$ cat config.mk
export PLATFORM = sky130hd
export DESIGN_NAME = shortest_job_first_scheduler
export DESIGN_NICKNAME = d
export VERILOG_FILES = /design/src/hw/rtl/sjfs_pkg.sv /design/src/hw/rtl/sjfs_ram.sv /design/src/hw/rtl/sjfs_unit.sv /design/src/hw/rtl/shortest_job_first_scheduler.sv
export VERILOG_INCLUDE_DIRS = /design/src /design/src/hw/rtl
export SDC_FILE = /design/constraint.sdc
export NUM_CORES = 1
export LEC_CHECK = 0
export BUFFER_PORTS_ARGS = -buffer_cell sky130_fd_sc_hd__buf_2
export CORE_MARGIN = 4
export CORE_UTILIZATION = 56
export DETAILED_ROUTE_END_ITERATION = 10
export GPL_TIMING_DRIVEN = 0
export HOLD_SLACK_MARGIN = 0.15
export PLACE_DENSITY = 0.87
export SLEW_MARGIN = 40
export SYNTH_ARGS = -nofsm -noshare
export SYNTH_HDL_FRONTEND = slang
export SYNTH_HIERARCHICAL = 1
export SYNTH_SLANG_ARGS = --single-unit
$ cat constraint.sdc
create_clock -name clk -period 4.5 [get_ports clk]
set_input_delay 0.9 -clock clk [delete_from_list [all_inputs] [get_ports clk]]
set_output_delay 0.9 -clock clk [all_outputs]
set_load 0.05 [all_outputs]
$ cat src/hw/rtl/assert_macros.svh
// ----------------------------------------------------------------------------
// assert_macros.svh
// concurrent assertion helpers shared by the rtl
// ----------------------------------------------------------------------------
`ifndef ASSERT_MACROS_SVH
`define ASSERT_MACROS_SVH

// property must hold on every clock edge outside reset
`define ASSERT_CLK(label, clk, rst_n, prop) \
	label: assert property (@(posedge clk) disable iff (!(rst_n)) (prop)) \
		else $error("assertion failed");

// expression must never be true outside reset
`define ASSERT_NEVER(label, clk, rst_n, expr) \
	`ASSERT_CLK(label, clk, rst_n, !(expr))

`endif

$ cat src/hw/rtl/sjfs_pkg.sv
// ----------------------------------------------------------------------------
// sjfs_pkg
// types and constants of the shortest job first scheduler
// ----------------------------------------------------------------------------
package sjfs_pkg;

	localparam int TableDepth = 16;
	localparam int AddrW      = (TableDepth > 1) ? $clog2(TableDepth) : 1;
	localparam int CntW       = $clog2(TableDepth + 1);

	localparam int IdW    = 8;
	localparam int PrioW  = 4;
	localparam int BurstW = 16;
	localparam int KeyW   = BurstW + PrioW + IdW;
	localparam int TimeW  = 22;

	// key layout: burst | priority | id
	typedef logic [KeyW-1:0]  key_t;
	typedef logic [TimeW-1:0] time_t;
	typedef logic [AddrW-1:0] addr_t;
	typedef logic [CntW-1:0]  cnt_t;

	typedef enum logic [5:0] {
		ST_IDLE = 6'b000001,
		ST_RD   = 6'b000010,
		ST_CMP  = 6'b000100,
		ST_ERD  = 6'b001000,
		ST_ELD  = 6'b010000,
		ST_OUT  = 6'b100000
	} state_t;

	typedef struct packed {
		logic gt;
		time_t sum;
	} unit_res_t;

	function automatic logic [BurstW-1:0] key_burst(key_t k);
		return k[KeyW-1 -: BurstW];
	endfunction

endpackage

$ cat src/hw/rtl/sjfs_ram.sv
// ----------------------------------------------------------------------------
// sjfs_ram
// generic single write, single read ram with registered read data
// ----------------------------------------------------------------------------
module sjfs_ram #(
	parameter int WIDTH = 8,
	parameter int DEPTH = 16
) (
	input  logic                                   clk,
	input  logic                                   we,
	input  logic [((DEPTH > 1) ? $clog2(DEPTH) : 1)-1:0] waddr,
	input  logic [WIDTH-1:0]                       wdata,
	input  logic [((DEPTH > 1) ? $clog2(DEPTH) : 1)-1:0] raddr,
	output logic [WIDTH-1:0]                       rdata
);

	logic [WIDTH-1:0] mem_q [DEPTH];

	always_ff @(posedge clk) begin
		if (we) begin
			mem_q[waddr] <= wdata;
		end
		rdata <= mem_q[raddr];
	end

endmodule

$ cat src/hw/rtl/sjfs_unit.sv
// ----------------------------------------------------------------------------
// sjfs_unit
// shared key compare and time accumulate unit
// ----------------------------------------------------------------------------
module sjfs_unit
	import sjfs_pkg::*;
(
	input  key_t      entry,
	input  key_t      key,
	input  time_t     t_in,
	output unit_res_t res
);

	always_comb begin
		res.gt  = entry > key;
		res.sum = t_in + TimeW'(key_burst(entry));
	end

endmodule

$ cat src/hw/rtl/shortest_job_first_scheduler.sv
// ----------------------------------------------------------------------------
// shortest_job_first_scheduler
// sorted task table with batch schedule emission
//
//   channel | direction | handshake            | payload
//   in      | input     | in_valid / in_stall   | task_id task_priority burst_length batch_end
//   out     | output    | out_valid / out_stall | sched_task_id turnaround_time waiting_time
//           |           |                       | tasks_dropped run_last
//
// a stored task shifts larger entries up one at a time through the single ram port,
// each shift a read then a compare, and is written at the table head or just behind
// the first entry not larger than it; a task that finds the table full is dropped
// a batch end then reads, loads and shows each result in turn, held by any output stall
// in_stall is high whenever the sequencer is not idle
// reset empties the table count; the table ram itself is not cleared
// ----------------------------------------------------------------------------
module shortest_job_first_scheduler
	import sjfs_pkg::*;
(
	input  logic        clk,
	input  logic        arst_n,
	input  logic        in_valid,
	output logic        in_stall,
	input  logic [7:0]  task_id,
	input  logic [3:0]  task_priority,
	input  logic [15:0] burst_length,
	input  logic        batch_end,
	output logic        out_valid,
	input  logic        out_stall,
	output logic [7:0]  sched_task_id,
	output logic [21:0] turnaround_time,
	output logic [21:0] waiting_time,
	output logic        tasks_dropped,
	output logic        run_last
);

	`include "assert_macros.svh"

	state_t    state_q;
	cnt_t      count_q;
	logic      overflow_q;
	logic      out_valid_q;
	key_t      key_q;
	logic      last_q;
	addr_t     pos_q;
	addr_t     k_q;
	time_t     t_q;
	logic [7:0] id_q;
	time_t     tat_q;
	time_t     wait_q;
	logic      drop_q;
	logic      rlast_q;

	logic      we;
	addr_t     waddr;
	key_t      wdata;
	addr_t     raddr;
	key_t      rdata;
	key_t      cmp_key;
	unit_res_t ures;
	logic      in_xfer;
	logic      out_xfer;

	sjfs_ram #(
		.WIDTH(KeyW),
		.DEPTH(TableDepth)
	) u_table (
		.clk  (clk),
		.we   (we),
		.waddr(waddr),
		.wdata(wdata),
		.raddr(raddr),
		.rdata(rdata)
	);

	sjfs_unit u_unit (
		.entry(rdata),
		.key  (cmp_key),
		.t_in (t_q),
		.res  (ures)
	);

	assign in_stall = (state_q != ST_IDLE);
	assign in_xfer  = in_valid && !in_stall;
	assign out_xfer = out_valid_q && !out_stall;
	assign cmp_key  = key_q;

	always_comb begin
		we    = 1'b0;
		waddr = pos_q;
		wdata = key_q;
		raddr = k_q;
		unique case (state_q)
			ST_RD: begin
				raddr = pos_q - addr_t'(1);
				if (pos_q == '0) begin
					we = 1'b1;
				end
			end
			ST_CMP: begin
				we = 1'b1;
				if (ures.gt) begin
					wdata = rdata;
				end
			end
			default: begin
				raddr = k_q;
			end
		endcase
	end

	always_ff @(posedge clk or negedge arst_n) begin
		if (!arst_n) begin
			state_q     <= ST_IDLE;
			count_q     <= '0;
			overflow_q  <= 1'b0;
			out_valid_q <= 1'b0;
		end else begin
			unique case (state_q)
				ST_IDLE: begin
					if (in_xfer) begin
						if (count_q < cnt_t'(TableDepth)) begin
							state_q <= ST_RD;
						end else begin
							overflow_q <= 1'b1;
							state_q    <= batch_end ? ST_ERD : ST_IDLE;
						end
					end
				end
				ST_RD: begin
					if (pos_q == '0) begin
						count_q <= count_q + cnt_t'(1);
						state_q <= last_q ? ST_ERD : ST_IDLE;
					end else begin
						state_q <= ST_CMP;
					end
				end
				ST_CMP: begin
					if (ures.gt) begin
						state_q <= ST_RD;
					end else begin
						count_q <= count_q + cnt_t'(1);
						state_q <= last_q ? ST_ERD : ST_IDLE;
					end
				end
				ST_ERD: begin
					state_q <= ST_ELD;
				end
				ST_ELD: begin
					out_valid_q <= 1'b1;
					state_q     <= ST_OUT;
				end
				ST_OUT: begin
					if (out_xfer) begin
						out_valid_q <= 1'b0;
						if (rlast_q) begin
							count_q    <= '0;
							overflow_q <= 1'b0;
							state_q    <= ST_IDLE;
						end else begin
							state_q <= ST_ERD;
						end
					end
				end
				default: begin
					state_q <= ST_IDLE;
				end
			endcase
		end
	end

	always_ff @(posedge clk) begin
		unique case (state_q)
			ST_IDLE: begin
				if (in_xfer) begin
					key_q  <= {burst_length, task_priority, task_id};
					last_q <= batch_end;
					pos_q  <= count_q[AddrW-1:0];
					k_q    <= '0;
					t_q    <= '0;
				end
			end
			ST_CMP: begin
				if (ures.gt) begin
					pos_q <= pos_q - addr_t'(1);
				end
			end
			ST_ELD: begin
				id_q    <= rdata[IdW-1:0];
				wait_q  <= t_q;
				tat_q   <= ures.sum;
				t_q     <= ures.sum;
				drop_q  <= overflow_q;
				rlast_q <= (cnt_t'(k_q) + cnt_t'(1)) == count_q;
			end
			ST_OUT: begin
				if (out_xfer) begin
					k_q <= k_q + addr_t'(1);
				end
			end
			default: begin
			end
		endcase
	end

	assign out_valid       = out_valid_q;
	assign sched_task_id   = id_q;
	assign turnaround_time = tat_q;
	assign waiting_time    = wait_q;
	assign tasks_dropped   = drop_q;
	assign run_last        = rlast_q;

	`ASSERT_CLK(a_out_blocks_in, clk, arst_n, out_valid_q |-> in_stall)
	`ASSERT_NEVER(a_count_range, clk, arst_n, count_q > cnt_t'(TableDepth))
	`ASSERT_CLK(a_load_shows, clk, arst_n, (state_q == ST_ELD) |=> out_valid_q)
	`ASSERT_CLK(a_insert_quiet, clk, arst_n,
		((state_q == ST_RD) || (state_q == ST_CMP)) |-> !out_valid_q)

endmodule

==> flow_results.org <==
** Yosys
- The top cell type by area accounts for 70.0% of the synthesized area.
- Top cells by area, synth :: sky130_fd_sc_hd__edfxtp_1, sky130_fd_sc_hd__mux4_2, sky130_fd_sc_hd__ha_1
- The most used flip-flop cell after synthesis is sky130_fd_sc_hd__edfxtp_1.
- Unique cell type count in the Yosys netlist :: 68
- Number of synthesized register bits :: 602
- The largest total area in the synthesized netlist belongs to sky130_fd_sc_hd__edfxtp_1.
- The Yosys step of the flow raised 6 warnings.
- Dividing the synthesized area by the synthesized cell count gives 19.1 sq um.
- In this run the cell area of the synthesized design comes to 0.0241 sq mm.
- Yosys mapped a number of flops with a built-in enable equal to 561.
- Synthesis produced 1259 cells.
- Syn_nets :: 1340
- The share of the Yosys chip area taken by registers is 73.6%.
- Share of synthesized registers carrying an async set or reset :: 2.16%

** CTS
- Clock latency on the worst-skew pair :: 0.62 ns
- No sink is reached through more buffers than the 3 on the longest clock path.
- TritonCTS built the clock tree.
- The number of hold buffers added after CTS was 0.
- CTS Root Cell :: sky130_fd_sc_hd__clkbuf_16
- Number of CTS-inserted buffers :: 57
- After clock tree synthesis, the repair step resized 0 gates.
- Sink Count :: 602
- After clock tree synthesis, the setup repair step added 0 buffers.
- Clock-pin slew was measured on the worst setup and hold paths at 0.07 ns.
- CTS built an H-tree with a depth of 2.

** Pwr
- In this run the power spent charging and discharging nets is 4800 uW.
- Leakage power :: 0.00965 uW
- Power comes to 15900 uW.
- Reg power frac :: 45.2%
- In this run, the combinational gates consume 24.1% of the power.
- In this run switching power makes up 30.1% of total power.
- The clock network burns 30.7% of the power.
- In this run the power density over the cells is 572 mW/mm^2.
- The worst-case IR drop observed on VDD is 0.378 mV.
- Cell internal power was estimated by the tool at 11100 uW.

** Detailed routing
- Detailed routing placed a total of 5210 um of wire on met3.
- Overall via count from detail_route :: 13099
- After detailed routing, the number of remaining DRC violations is 0.
- Summed over all nets, wire length on met2 after detailed routing comes to 29600 um.
- After the first detailed-routing iteration, the DRC count stood at 1785.
- Average routed wire per standard cell :: 28.5 um
- The highest layer touched by signal routing is met4.
- The first TritonRoute pass finished after 5 iterations.
- Detailed-route vias per instance :: 6.43
- Post-detailed-routing wire length :: 58100 um
- Total routed wire length on the met1 layer :: 20700 um
- The count of nets left with antenna violations once routing finished came out at 0.

** Floorplan
- The initialized floorplan defines 75 standard-cell rows.
- Starting Density :: 57.0%
- Number of top-level design ports :: 89
- Measured along the y axis, the die boundary spans 215 um.
- Area of the core region :: 0.0422 sq mm
- From left edge to right edge, the die measures 215 um.
- The die covers 0.0464 sq mm.

** Placed design
- After detailed placement, the total cell area comes to 0.0260 sq mm.
- Before CTS, the worst setup slack after placement is 0.464 ns.
- The wire-length estimate of the detail-placed layout is 36900 um.
- In this run the tool buffered the top-level ports with 88 buffer cells.
- Inst Count DP :: 1930
- Last weighted congestion value of the routability-driven placer :: 0.889

** Worst setup path
- Together, buffers and inverters on the worst path number 2.
- STA classifies the critical path startpoint as a register.
- Required arrival time at the worst endpoint :: 4.76 ns
- Max Fanout on Critical Path :: 16
- Walking the worst path, the cells encountered are inv_1 -> ha_1 -> nand2_1 -> nor2_1 -> a211oi_1 -> o21ai_0 -> nor3_1 -> a21oi_1 -> nand4_2 -> buf_2 -> mux2_1.
- In this design, the stage delay of the slowest critical-path cell is 0.63 ns.
- Type of element capturing the critical path :: register
- Data on the critical path arrives at its endpoint at 4.39 ns.
- Number of cells traversed by the worst register-to-register path :: 11
- Cell with the largest stage delay on the worst path :: sky130_fd_sc_hd__o21ai_0
- The cell family contributing the most delay on the critical path is compound AO/OA/AOI/OAI gates.
- Number of cells on the critical path :: 11
- Class of the most critical setup path :: register to register

** Cells and area
- Post-layout nets :: 1531
- Area overhead of the layout relative to synthesis :: 15.8%
- The count of cells in the finished layout, fillers not included, comes to 2037.
- Area of all placed cells without fillers :: 0.0279 sq mm
- Share of post-route cells with drive strength above 1 :: 25.6%
- The number of antenna diodes in the final layout is 0.

** GRT
- Entering global routing, the biggest net connects 64 pins.
- Overflow after GRT :: 0
- The first global-routing pass estimated 86200 um of wire.
- Across every metal layer, demand over resource in global routing totals 25.1%.
- The via count of the first global-routing pass is 13464.
- Antenna violations before repair :: 0

** Timing
- The worst pin sits at a relative slew slack of 40.7%.
- For the pin with the worst max-slew slack, the measured transition is 0.889 ns.
- Final critical delay including setup and external delays :: 4.13 ns
- The worst path meets setup with 0.373 ns of slack.
- Setup violations remaining at the end of the flow were counted as 0.
- Count of final max-slew check failures :: 0
- For the final database, setup skew stands at 0.0240 ns.
- Top achievable clock speed :: 242 MHz
- Dividing the final minimum period by the clock period gives 91.7%.
- The number of hold violations in the final report came to 0.
- Setup repair after global routing left no endpoint under its margin.

** Run
- Max-cap violation count :: 0

** Hold path
- Worst min-delay path category :: input port to async pin

** Outcome
- The flow ran to the end, and the final reports show no timing, DRC or antenna violations.
-- layer usage --
metal  global-route usage, %  vias up
met3                    4.29      164
met4                    10.5        0
met2                    43.1      801
li1                        -     5495
met1                    32.0     6639
met5                       0        -
-- logic make-up (layout without fill, tap and decap cells) --
| kind of cell | count (synthesis) | count (layout) | share of synthesized area [%] |
|---|---|---|---|
| mux | 143 | 143 | 12.1 |
| fa+ha+maj | 48 | 48 | 2.53 |
| simple gates | 198 | 198 | 4.32 |
| xor+xnor | 27 | 27 | 0.982 |
| compound gates | 148 | 148 | 4.29 |
| flops | 602 | 602 | 73.6 |
| buf+inv | 93 | 332 | 2.08 |
-- metrics by stage --
step	TNS, ns	utilization (%)	hold WS (ns)
after floorplan	0	-	0.425
after global placement	-275.62	59.7	0.442
after detailed placement	0	61.5	0.445
after CTS	0	66.0	0.167
after global routing	0	66.0	0.199
final	0	66.0	0.178
-- worst register-to-register path: cells and delay by family, from the launching register on --
kind,cells,cell delay (ns)
compound gates,3,1.11
fa+ha+maj,1,0.26
buf+inv,2,0.48
flops,1,0.37
mux,1,0.60
simple gates,4,0.95
-- layout by cell type (no fill, tap or decap), types with 24 or more instances in the layout --
cell	n
sky130_fd_sc_hd__dfxtp_1	28
sky130_fd_sc_hd__a21oi_1	25
sky130_fd_sc_hd__mux2_1	24
sky130_fd_sc_hd__inv_1	46
sky130_fd_sc_hd__clkbuf_1	29
sky130_fd_sc_hd__a22oi_1	56
sky130_fd_sc_hd__buf_2	107
sky130_fd_sc_hd__nand2_1	66
sky130_fd_sc_hd__ha_1	47
sky130_fd_sc_hd__clkbuf_16	58
sky130_fd_sc_hd__mux4_2	97
sky130_fd_sc_hd__edfxtp_1	561
-- Yosys cell counts (all sizes together), types with 23 or more instances --
| library cell | number |
|---|---|
| o21ai | 24 |
| edfxtp | 561 |
| mux4 | 112 |
| ha | 47 |
| a22oi | 56 |
| and2 | 23 |
| inv | 47 |
| dfxtp | 28 |
| nand2 | 66 |
| mux2 | 29 |
| buf | 25 |
| nor2 | 32 |
| a21oi | 25 |
-- registers in the layout, indices dropped and copies added, names as in the netlist, 4 cells and up --
signal,count
pos_q,4
state_q,6
count_q,5
k_q,4
turnaround_time,22
u_table/mem_q,448
sched_task_id,8
cmp_key,28
waiting_time,22
u_table/rdata,28
t_q,22
-- layout make-up --
cell class | instances | area (sq um)
plain buffers | 46 | 337
fillers | 2597 | 14300
clock buffers | 77 | 1580
inverters | 47 | 176
well taps | 539 | 674
repair buffers | 132 | 1100
flip-flops and latches | 602 | 17700
clock inverters | 30 | 325
multi-input cells | 564 | 5960
-- path summary, 6_finish.rpt --
check,to,start,slack (ns)
setup reg to reg,u_table/mem_q[2][22],cmp_key[22],0.37
hold / removal,out_valid,arst_n,0.18
max in group asynchronous,state_q[0],arst_n,4.03
hold reg to reg,tasks_dropped,overflow_q,0.46
min in group clk,cmp_key[19],burst_length[7],0.45
setup / recovery,u_table/mem_q[2][22],cmp_key[22],0.37
-- power groups by stage --
stage	combinational, uW	clock, uW	sequential, uW
floorplan	2570	0	7260
global placement	3490	0	7290
detailed placement	3710	0	7300
CTS	3800	4940	7190
global route	4120	5180	7240
finish	3840	4900	7200
(Power assumes the default switching activity.)
